$ cat src/sv/lenient_utf8_decoder_macros.svh
// Assertion macros shared by the lenient UTF-8 decoder modules.
`ifndef LENIENT_UTF8_DECODER_MACROS_SVH
`define LENIENT_UTF8_DECODER_MACROS_SVH

// Same-cycle implication, checked on every clock edge outside reset.
`define U8D_ASSERT_IMP(name, clk, rst_n, ante, cons) \
    name: assert property (@(posedge clk) disable iff (!rst_n) (ante) |-> (cons)) \
        else $error("u8d same-cycle check failed");

// Next-cycle implication, checked on every clock edge outside reset.
`define U8D_ASSERT_NXT(name, clk, rst_n, ante, cons) \
    name: assert property (@(posedge clk) disable iff (!rst_n) (ante) |=> (cons)) \
        else $error("u8d next-cycle check failed");

`endif

$ cat src/sv/u8d_pkg.sv
// Types, constants and the single-byte mapping for the lenient UTF-8 decoder.
package u8d_pkg;

    localparam int BYTE_W  = 8;
    localparam int CP_W    = 21;
    localparam int MAX_RES = 4;
    localparam int CNT_W   = $clog2(MAX_RES + 1);
    localparam int RES_IW  = $clog2(MAX_RES);
    localparam int Q_DEPTH = 4;
    localparam int Q_AW    = $clog2(Q_DEPTH);

    typedef logic [BYTE_W-1:0] t_byte;
    typedef logic [CP_W-1:0]   t_cp;
    typedef logic [CNT_W-1:0]  t_cnt;
    typedef logic [1:0]        t_need;

    // One beat of input carries a data byte or an end-of-stream mark.
    localparam logic MODE_DATA = 1'b0;
    localparam logic MODE_EOS  = 1'b1;

    // Byte class boundaries.
    localparam t_byte CONT_LO   = 8'h80;
    localparam t_byte WIN_HI    = 8'hA0;
    localparam t_byte LEAD2_LO  = 8'hC0;
    localparam t_byte LEAD3_LO  = 8'hE0;
    localparam t_byte LEAD4_LO  = 8'hF0;
    localparam t_byte LATIN_LO  = 8'hF8;

    // All results caused by one input beat.
    typedef struct packed {
        t_cnt                  cnt;
        logic [MAX_RES-1:0][CP_W-1:0] cp;
    } t_job;

    // Windows-1252 code points for bytes 0x80 to 0x9F.
    localparam logic [31:0][15:0] CP1252_LOW = {
        16'h0178, 16'h017E, 16'h009D, 16'h0153, 16'h203A, 16'h0161, 16'h2122, 16'h02DC,
        16'h2014, 16'h2013, 16'h2022, 16'h201D, 16'h201C, 16'h2019, 16'h2018, 16'h0090,
        16'h008F, 16'h017D, 16'h008D, 16'h0152, 16'h2039, 16'h0160, 16'h2030, 16'h02C6,
        16'h2021, 16'h2020, 16'h2026, 16'h201E, 16'h0192, 16'h201A, 16'h0081, 16'h20AC
    };

    // A byte shown on its own: Windows-1252 in 0x80..0x9F, Latin-1 elsewhere.
    function automatic t_cp single_byte(input t_byte b);
        t_cp v;
        if (b >= CONT_LO && b < WIN_HI) begin
            v = t_cp'(CP1252_LOW[b[4:0]]);
        end else begin
            v = t_cp'(b);
        end
        return v;
    endfunction

endpackage

$ cat src/sv/u8d_if.sv
// Valid/ready channel interfaces for the decoder input and output beats.
interface u8d_in_if;
    logic             valid;
    logic             ready;
    logic             mode;
    u8d_pkg::t_byte   data_byte;

    modport source (output valid, output mode, output data_byte, input ready);
    modport sink   (input valid, input mode, input data_byte, output ready);
endinterface

interface u8d_out_if;
    logic             valid;
    logic             ready;
    u8d_pkg::t_cp     code_point;
    logic             last_of_run;

    modport source (output valid, output code_point, output last_of_run, input ready);
    modport sink   (input valid, input code_point, input last_of_run, output ready);
endinterface

$ cat src/sv/u8d_front.sv
// Front end: accepts bytes, tracks the pending sequence and builds result jobs.
`include "lenient_utf8_decoder_macros.svh"

module u8d_front (
    input  logic          i_clk,
    input  logic          i_rst_n,
    u8d_in_if.sink        i_in,
    input  logic          i_q_full,
    output logic          o_push,
    output u8d_pkg::t_job o_job
);
    import u8d_pkg::*;

    logic               r_active;
    t_byte              r_lead;
    t_need              r_need;
    t_need              r_held_cnt;
    t_byte [1:0]        r_held;

    logic               n_active;
    t_byte              n_lead;
    t_need              n_need;
    t_need              n_held_cnt;
    t_byte [1:0]        n_held;

    t_job               job;
    logic               fresh;
    logic               accept;
    logic               is_cont;
    logic               is_lead;
    t_byte              b;

    assign b       = i_in.data_byte;
    assign accept  = i_in.valid && i_in.ready;
    assign is_cont = (b >= CONT_LO) && (b < LEAD2_LO);
    assign is_lead = (b >= LEAD2_LO) && (b < LATIN_LO);

    // Classify the beat and collect the results it causes.
    always_comb begin
        n_active   = r_active;
        n_lead     = r_lead;
        n_need     = r_need;
        n_held_cnt = r_held_cnt;
        n_held     = r_held;
        job        = '0;
        fresh      = 1'b0;

        if (i_in.mode == MODE_EOS) begin
            if (r_active) begin
                job.cnt   = t_cnt'(r_held_cnt) + t_cnt'(1);
                job.cp[0] = t_cp'(r_lead);
                job.cp[1] = single_byte(r_held[0]);
                job.cp[2] = single_byte(r_held[1]);
                n_active   = 1'b0;
                n_lead     = '0;
                n_need     = '0;
                n_held_cnt = '0;
            end
        end else if (r_active && is_cont && (r_held_cnt < r_need)) begin
            if (t_need'(r_held_cnt + 2'd1) == r_need) begin
                // Sequence complete: assemble with the current byte as the last one.
                job.cnt = t_cnt'(1);
                case (r_need)
                    2'd1: job.cp[0] = {10'b0, r_lead[4:0], b[5:0]};
                    2'd2: job.cp[0] = {5'b0, r_lead[3:0], r_held[0][5:0], b[5:0]};
                    default: job.cp[0] = {r_lead[2:0], r_held[0][5:0], r_held[1][5:0],
                                          b[5:0]};
                endcase
                n_active   = 1'b0;
                n_lead     = '0;
                n_need     = '0;
                n_held_cnt = '0;
            end else begin
                n_held[r_held_cnt[0]] = b;
                n_held_cnt            = t_need'(r_held_cnt + 2'd1);
            end
        end else begin
            // No sequence pending, or a broken one: replay its start byte and held bytes first.
            if (r_active) begin
                job.cnt   = t_cnt'(r_held_cnt) + t_cnt'(1);
                job.cp[0] = t_cp'(r_lead);
                job.cp[1] = single_byte(r_held[0]);
                job.cp[2] = single_byte(r_held[1]);
                n_active   = 1'b0;
                n_lead     = '0;
                n_need     = '0;
                n_held_cnt = '0;
            end
            fresh = 1'b1;
        end

        // Handle the new byte as if nothing were pending.
        if (fresh) begin
            if (is_lead) begin
                n_active   = 1'b1;
                n_lead     = b;
                n_need     = (b < LEAD3_LO) ? 2'd1 : (b < LEAD4_LO) ? 2'd2 : 2'd3;
                n_held_cnt = '0;
            end else begin
                job.cp[job.cnt[RES_IW-1:0]] = single_byte(b);
                job.cnt                     = job.cnt + t_cnt'(1);
            end
        end
    end

    assign i_in.ready = !i_q_full;
    assign o_push     = accept && (job.cnt != '0);
    assign o_job      = job;

    // Sequence state.
    always_ff @(posedge i_clk) begin
        if (!i_rst_n) begin
            r_active   <= 1'b0;
            r_lead     <= '0;
            r_need     <= '0;
            r_held_cnt <= '0;
        end else if (accept) begin
            r_active   <= n_active;
            r_lead     <= n_lead;
            r_need     <= n_need;
            r_held_cnt <= n_held_cnt;
        end
    end

    // Held continuation bytes carry no reset.
    always_ff @(posedge i_clk) begin
        if (accept) begin
            r_held <= n_held;
        end
    end

    `U8D_ASSERT_IMP(a_held_below_need, i_clk, i_rst_n, r_active, r_held_cnt < r_need)
    `U8D_ASSERT_IMP(a_idle_clean, i_clk, i_rst_n, !r_active, r_held_cnt == 2'd0 && r_need == 2'd0)

endmodule

$ cat src/sv/u8d_queue.sv
// Job queue between the front end and the result serializer.
`include "lenient_utf8_decoder_macros.svh"

module u8d_queue (
    input  logic          i_clk,
    input  logic          i_rst_n,
    input  logic          i_push,
    input  u8d_pkg::t_job i_job,
    input  logic          i_pop,
    output logic          o_full,
    output logic          o_head_valid,
    output u8d_pkg::t_job o_head
);
    import u8d_pkg::*;

    t_job               r_mem [Q_DEPTH];
    logic [Q_AW-1:0]    r_wr;
    logic [Q_AW-1:0]    r_rd;
    logic [Q_AW:0]      r_count;

    assign o_full       = (r_count == (Q_AW+1)'(Q_DEPTH));
    assign o_head_valid = (r_count != '0);
    assign o_head       = r_mem[r_rd];

    // Pointers and fill level.
    always_ff @(posedge i_clk) begin
        if (!i_rst_n) begin
            r_wr    <= '0;
            r_rd    <= '0;
            r_count <= '0;
        end else begin
            if (i_push) begin
                r_wr <= r_wr + 1'b1;
            end
            if (i_pop) begin
                r_rd <= r_rd + 1'b1;
            end
            case ({i_push, i_pop})
                2'b10:   r_count <= r_count + 1'b1;
                2'b01:   r_count <= r_count - 1'b1;
                default: r_count <= r_count;
            endcase
        end
    end

    // Job storage.
    always_ff @(posedge i_clk) begin
        if (i_push) begin
            r_mem[r_wr] <= i_job;
        end
    end

    `U8D_ASSERT_IMP(a_no_overflow, i_clk, i_rst_n, i_push, !o_full)
    `U8D_ASSERT_IMP(a_no_underflow, i_clk, i_rst_n, i_pop, o_head_valid)

endmodule

$ cat src/sv/u8d_back.sv
// Back end: sends the results of each queued job one beat at a time.
`include "lenient_utf8_decoder_macros.svh"

module u8d_back (
    input  logic          i_clk,
    input  logic          i_rst_n,
    input  logic          i_head_valid,
    input  u8d_pkg::t_job i_head,
    output logic          o_pop,
    u8d_out_if.source     o_out
);
    import u8d_pkg::*;

    logic               r_valid;
    t_cp                r_cp;
    logic               r_last;
    logic [RES_IW-1:0]  r_idx;

    logic               load;
    logic               final_res;

    assign load      = i_head_valid && (!r_valid || o_out.ready);
    assign final_res = ((t_cnt'(r_idx) + t_cnt'(1)) == i_head.cnt);
    assign o_pop     = load && final_res;

    assign o_out.valid       = r_valid;
    assign o_out.code_point  = r_cp;
    assign o_out.last_of_run = r_last;

    // Output register control and position within the head job.
    always_ff @(posedge i_clk) begin
        if (!i_rst_n) begin
            r_valid <= 1'b0;
            r_idx   <= '0;
        end else begin
            if (load) begin
                r_valid <= 1'b1;
                r_idx   <= final_res ? '0 : r_idx + 1'b1;
            end else if (o_out.ready) begin
                r_valid <= 1'b0;
            end
        end
    end

    // Output payload.
    always_ff @(posedge i_clk) begin
        if (load) begin
            r_cp   <= i_head.cp[r_idx];
            r_last <= final_res;
        end
    end

    `U8D_ASSERT_IMP(a_partial_job_held, i_clk, i_rst_n, r_idx != '0, i_head_valid)

endmodule

$ cat src/sv/lenient_utf8_decoder.sv
// Top level of the lenient UTF-8 decoder with Windows-1252 fallback.
// Path: a result is written into the job queue when its byte is taken, then loaded into the output register.
// Throughput: one byte per cycle while each byte gives at most one code point and the
// receiver is ready; a byte that gives n results takes n output beats, absorbed by a 4-job queue.
// Reset: synchronous, active low; clears sequence state, queue and output valid.
module lenient_utf8_decoder (
    input  logic       i_clk,
    input  logic       i_rst_n,
    u8d_in_if.sink     i_in,
    u8d_out_if.source  o_out
);
    import u8d_pkg::*;

    logic   push;
    logic   pop;
    logic   q_full;
    logic   head_valid;
    t_job   job;
    t_job   head;

    u8d_front u_front (
        .i_clk    (i_clk),
        .i_rst_n  (i_rst_n),
        .i_in     (i_in),
        .i_q_full (q_full),
        .o_push   (push),
        .o_job    (job)
    );

    u8d_queue u_queue (
        .i_clk        (i_clk),
        .i_rst_n      (i_rst_n),
        .i_push       (push),
        .i_job        (job),
        .i_pop        (pop),
        .o_full       (q_full),
        .o_head_valid (head_valid),
        .o_head       (head)
    );

    u8d_back u_back (
        .i_clk        (i_clk),
        .i_rst_n      (i_rst_n),
        .i_head_valid (head_valid),
        .i_head       (head),
        .o_pop        (pop),
        .o_out        (o_out)
    );

endmodule

$ cat src/flat_wrapper.sv
// flat-port wrapper written by rule: the top's interface ports become plain ports
module lenient_utf8_decoder_flat import u8d_pkg::*;
  (i_clk, i_rst_n, i_in_valid, i_in_mode, i_in_data_byte, i_in_ready, o_out_valid, o_out_code_point, o_out_last_of_run, o_out_ready);
  u8d_in_if i_in_i ();
  u8d_out_if o_out_i ();
  input  logic i_clk;
  input  logic i_rst_n;
  input wire logic [$bits(i_in_i.valid)-1:0] i_in_valid;
  input wire logic [$bits(i_in_i.mode)-1:0] i_in_mode;
  input wire logic [$bits(i_in_i.data_byte)-1:0] i_in_data_byte;
  output wire logic [$bits(i_in_i.ready)-1:0] i_in_ready;
  output wire logic [$bits(o_out_i.valid)-1:0] o_out_valid;
  output wire logic [$bits(o_out_i.code_point)-1:0] o_out_code_point;
  output wire logic [$bits(o_out_i.last_of_run)-1:0] o_out_last_of_run;
  input wire logic [$bits(o_out_i.ready)-1:0] o_out_ready;
  assign i_in_i.valid = i_in_valid;
  assign i_in_i.mode = i_in_mode;
  assign i_in_i.data_byte = i_in_data_byte;
  assign i_in_ready = i_in_i.ready;
  assign o_out_valid = o_out_i.valid;
  assign o_out_code_point = o_out_i.code_point;
  assign o_out_last_of_run = o_out_i.last_of_run;
  assign o_out_i.ready = o_out_ready;
  lenient_utf8_decoder u_core (.i_clk(i_clk), .i_rst_n(i_rst_n), .i_in(i_in_i), .o_out(o_out_i));
endmodule
$ cat config.mk
export PLATFORM = sky130hd
export DESIGN_NAME = lenient_utf8_decoder_flat
export DESIGN_NICKNAME = d
export VERILOG_FILES = /design/src/sv/u8d_pkg.sv /design/src/sv/u8d_if.sv /design/src/sv/u8d_front.sv /design/src/sv/u8d_queue.sv /design/src/sv/u8d_back.sv /design/src/sv/lenient_utf8_decoder.sv /design/src/flat_wrapper.sv
export VERILOG_INCLUDE_DIRS = /design/src /design/src/sv
export SDC_FILE = /design/constraint.sdc
export NUM_CORES = 1
export LEC_CHECK = 0
export BUFFER_PORTS_ARGS = -buffer_cell sky130_fd_sc_hd__buf_2
export CORE_MARGIN = 4
export CORE_UTILIZATION = 70
export CTS_BUF_LIST = sky130_fd_sc_hd__clkbuf_8
export DETAILED_ROUTE_END_ITERATION = 8
export PLACE_DENSITY = 0.88
export SYNTH_ARGS = -nofsm -noshare
export SYNTH_HDL_FRONTEND = slang
export SYNTH_SLANG_ARGS = --single-unit
$ cat constraint.sdc
create_clock -name i_clk -period 7.6 [get_ports i_clk]
set_input_delay 1.14 -clock i_clk [delete_from_list [all_inputs] [get_ports i_clk]]
set_output_delay 1.14 -clock i_clk [all_outputs]
set_load 0.02 [all_outputs]
==> out/metrics.csv <==
metric,value,unit
p_seq_frac,0.538,
maxCapViolations,0,
critPathRequiredTime,7790,ps
synthAdderAreaFrac,0.02863,
crit_buf_inv,3,
final_util,0.7809,
worstSetupEndpointType,flop,
gp_routability_congestion,1.022,
muxShareOfSynthArea,0.1380,
cts_tree,built,
antenna_cells,0,
clockPowerShare,0.389,
antenna_found_initial,0,
grt_max_degree,58,
cp.arrival,5580,ps
totalWireLength,36340,um
synth_edf_count,266,
tns,0,ps
synth_xor_area_frac,0.009545,
fin_crit,5391,ps
synthTopCellsByArea,"edfxtp_1 54%, mux4_2 11%, dfxtp_1 6.4%",
synth_nets,1105,
path_max_fanout,30,
port_buffers,36,
internal_power,2.741,mW
start_util,0.7186,
vias,9671,
synth_seq_area_share,0.6081,
power.density,224.5,nW/um2
postCtsSetupBuffers,0,
vias_per_cell,6.938,
slowest_delay,820,ps
grt.total_usage,0.3105,
place_inst,1309,
ctsHoldBuffers,0,
root_buffer,clkbuf_8,
critPathKind,reg -> reg,
relSlewSlack,0.2271,
min_period_over_period,0.7093,
cts.sinks,313,
nets,1134,
ir_worst_vdd,0.0001183,V
area.growth.synth_to_final,8.667,%
clk_latency,560,ps
finalSetupViolCount,0,
finalMaxSlewViolations,0,
p_leak,5.419,nW
pre_cts_slack,2302,ps
rsz0062_at_grt,no,
cpMaxStageDelayCell,or4_1,
synthArstFlopShare,0,
fp.coreArea,20430,um2
drive_gt1_frac,0.2064,
drt_iter0_drc,1056,
fmaxAchievable,0.1855,GHz
cts_buffers,47,
synthCells,1059,
synth_top_area_share,0.5441,
start_kind,flop,
htreeDepth,2,
pwr-share-comb,0.073,
die_w,152.8,um
hold_violations,0,
grt_pass1_wl,55870,um
layout_setup_ws,2209,ps
grt_overflow,0,
avgSynthCellArea,13.86,um2
tightest_slew,1150,ps
rows,52,
io_pins,37,
yosys.area_share.simple,0.09264,
synth_seq_cells,313,
synth_top_family_by_area,multiplexers,
die_y,152.8,um
drc_errors,0,
switching_share,0.2345,
ys.flop_type,edfxtp_1,
fillers,1105,
synth_compound_area_frac,0.09434,
ys_warn_count,0,
die-area,23350,um2
antenna_left,0,
drt_pass1_iterations,6,
cts_max_path_buffers,3,
drt-wirelength-per-cell,26.07,um
synth_area,14680,um2
synthDistinctLibCells,78,
hold-worst-slack,489.5,ps
clk_pin_slew,70,ps
switchingPower,839.7,uW
hpwl,23620,um
hold_class,reg -> reg,
finClkSkew,22.30,ps
grt_pass1_vias,9321,
worstPathCellList,inv_1 > ha_1 > nand2b_1 > or4_1 > o21ai_1 > inv_1 > ha_1 > o22a_1 > a31oi_2 > and2_2 > buf_4,
status,"complete, no violations",
path_delay_family,simple AND/OR/NAND/NOR gates,
synth_top_cell_by_area,edfxtp_1,
stdcell_count,1394,
cts.repair.resized,0,
flip-flops by register name (all words and copies together), names as in the netlist, named ones only:
signal                           count
u_core.u_queue.r_mem               228
u_core.u_back.o_out.code_point      21
u_core.u_front.r_held               16
u_core.u_front.r_lead                8
u_core.u_queue.r_count               3
u_core.u_back.r_idx                  2
u_core.u_front.r_held_cnt            2
u_core.u_front.r_need                2
u_core.u_queue.r_rd                  2
u_core.u_queue.r_wr                  2
u_core.u_back.o_out.last_of_run      1
u_core.u_back.o_out.valid            1
u_core.u_front.r_active              1
layout by cell type (no fill, tap or decap), drive strengths merged, types with 8 or more instances in the layout:
| cell type | Yosys | routed |
|---|---|---|
| mux2i | 25 | 25 |
| inv | 36 | 49 |
| nand2 | 77 | 77 |
| nor2b | 15 | 15 |
| a21o | 9 | 9 |
| dfxtp | 47 | 47 |
| o21ai | 66 | 66 |
| a211oi | 10 | 10 |
| clkbuf | 42 | 59 |
| buf | 23 | 45 |
| mux4 | 69 | 69 |
| a22oi | 9 | 9 |
| clkinv | 0 | 9 |
| o22ai | 18 | 18 |
| a21boi | 10 | 10 |
| edfxtp | 266 | 266 |
| and2 | 24 | 24 |
| xnor2 | 11 | 11 |
| nor2 | 61 | 61 |
| a21oi | 53 | 53 |
| mux2 | 19 | 19 |
| and3 | 8 | 8 |
| o211ai | 8 | 8 |
| nor3 | 18 | 18 |
| ha | 32 | 32 |
| nand3 | 32 | 32 |
worst min-delay path, delay by kind of cell (launching register included):
| family | cells | cell delay (ps) |
|---|---|---|
| AO/OA/AOI/OAI | 1 | 70 |
| flip-flops | 1 | 310 |
| AND/OR/NAND/NOR | 1 | 60 |
layer usage:
layer | vias up | track usage | wire length [um]
li1 | 4145 | - | -
met1 | 4693 | 0.4372 | 13890
met3 | 113 | 0.05344 | 3667
met4 | 0 | 0.09631 | 1204
met5 | - | 0 | 0
met2 | 720 | 0.5079 | 17580
area by class of cell:
class	count	area (um2)	area share
clock inverter	26	151.4	0.009489
multi-input combinational	645	5336	0.3345
sequential	313	8934	0.5600
clock buffer	59	812.0	0.05090
timing repair buffer	45	247.7	0.01553
tap	270	337.8	0.02117
inverter	36	135.1	0.008470
worst paths after layout:
kind	cells after the start	end	slack [ps]	from
max	11	u_core.u_queue.r_mem[0][25]$_DFFE_PP_	2210	u_core.u_front.r_held_cnt[0]$_SDFFE_PN0P_
min	2	u_core.u_front.r_lead[5]$_SDFFE_PN0P_	490	u_core.u_front.r_lead[5]$_SDFFE_PN0P_
max reg2reg	11	u_core.u_queue.r_mem[0][25]$_DFFE_PP_	2210	u_core.u_front.r_held_cnt[0]$_SDFFE_PN0P_
min reg2reg	2	u_core.u_front.r_lead[5]$_SDFFE_PN0P_	490	u_core.u_front.r_lead[5]$_SDFFE_PN0P_
logic make-up (layout without fill, tap and decap cells):
kind of cell,after synthesis,after routing
adder cells (fa/ha/maj),33,33
multiplexers,113,113
AO/OA/AOI/OAI,219,219
buffers and inverters,101,166
XOR/XNOR,16,16
AND/OR/NAND/NOR,264,264
flip-flops,313,313
synthesized netlist by cell type (all sizes together) (10+ instances only):
library cell	n
a211oi	10
a21boi	10
a21oi	53
and2	24
buf	23
clkbuf	42
dfxtp	47
edfxtp	266
ha	32
inv	36
mux2	19
mux2i	25
mux4	69
nand2	77
nand3	32
nor2	61
nor2b	15
nor3	18
o21ai	66
o22ai	18
xnor2	11
power by group through the flow:
stage,sequential (mW),clock (mW),combinational [mW]
2_1_floorplan,1.98,0,0.163
3_3_place_gp,1.96,0,0.247
3_5_place_dp,1.96,0,0.257
4_1_cts,1.93,1.40,0.259
5_1_grt,1.93,1.49,0.279
6_report,1.93,1.39,0.261
metrics by stage:
| stage | instance area [um2] | total power [mW] |
|---|---|---|
| floorplan | 14680 | 2.141 |
| global placement | 14990 | 2.205 |
| detailed placement | 14990 | 2.220 |
| CTS | 15950 | 3.585 |
| global route | 15950 | 3.696 |
| finish | 15950 | 3.581 |
Note: power is estimated with default switching activity, not from simulation.
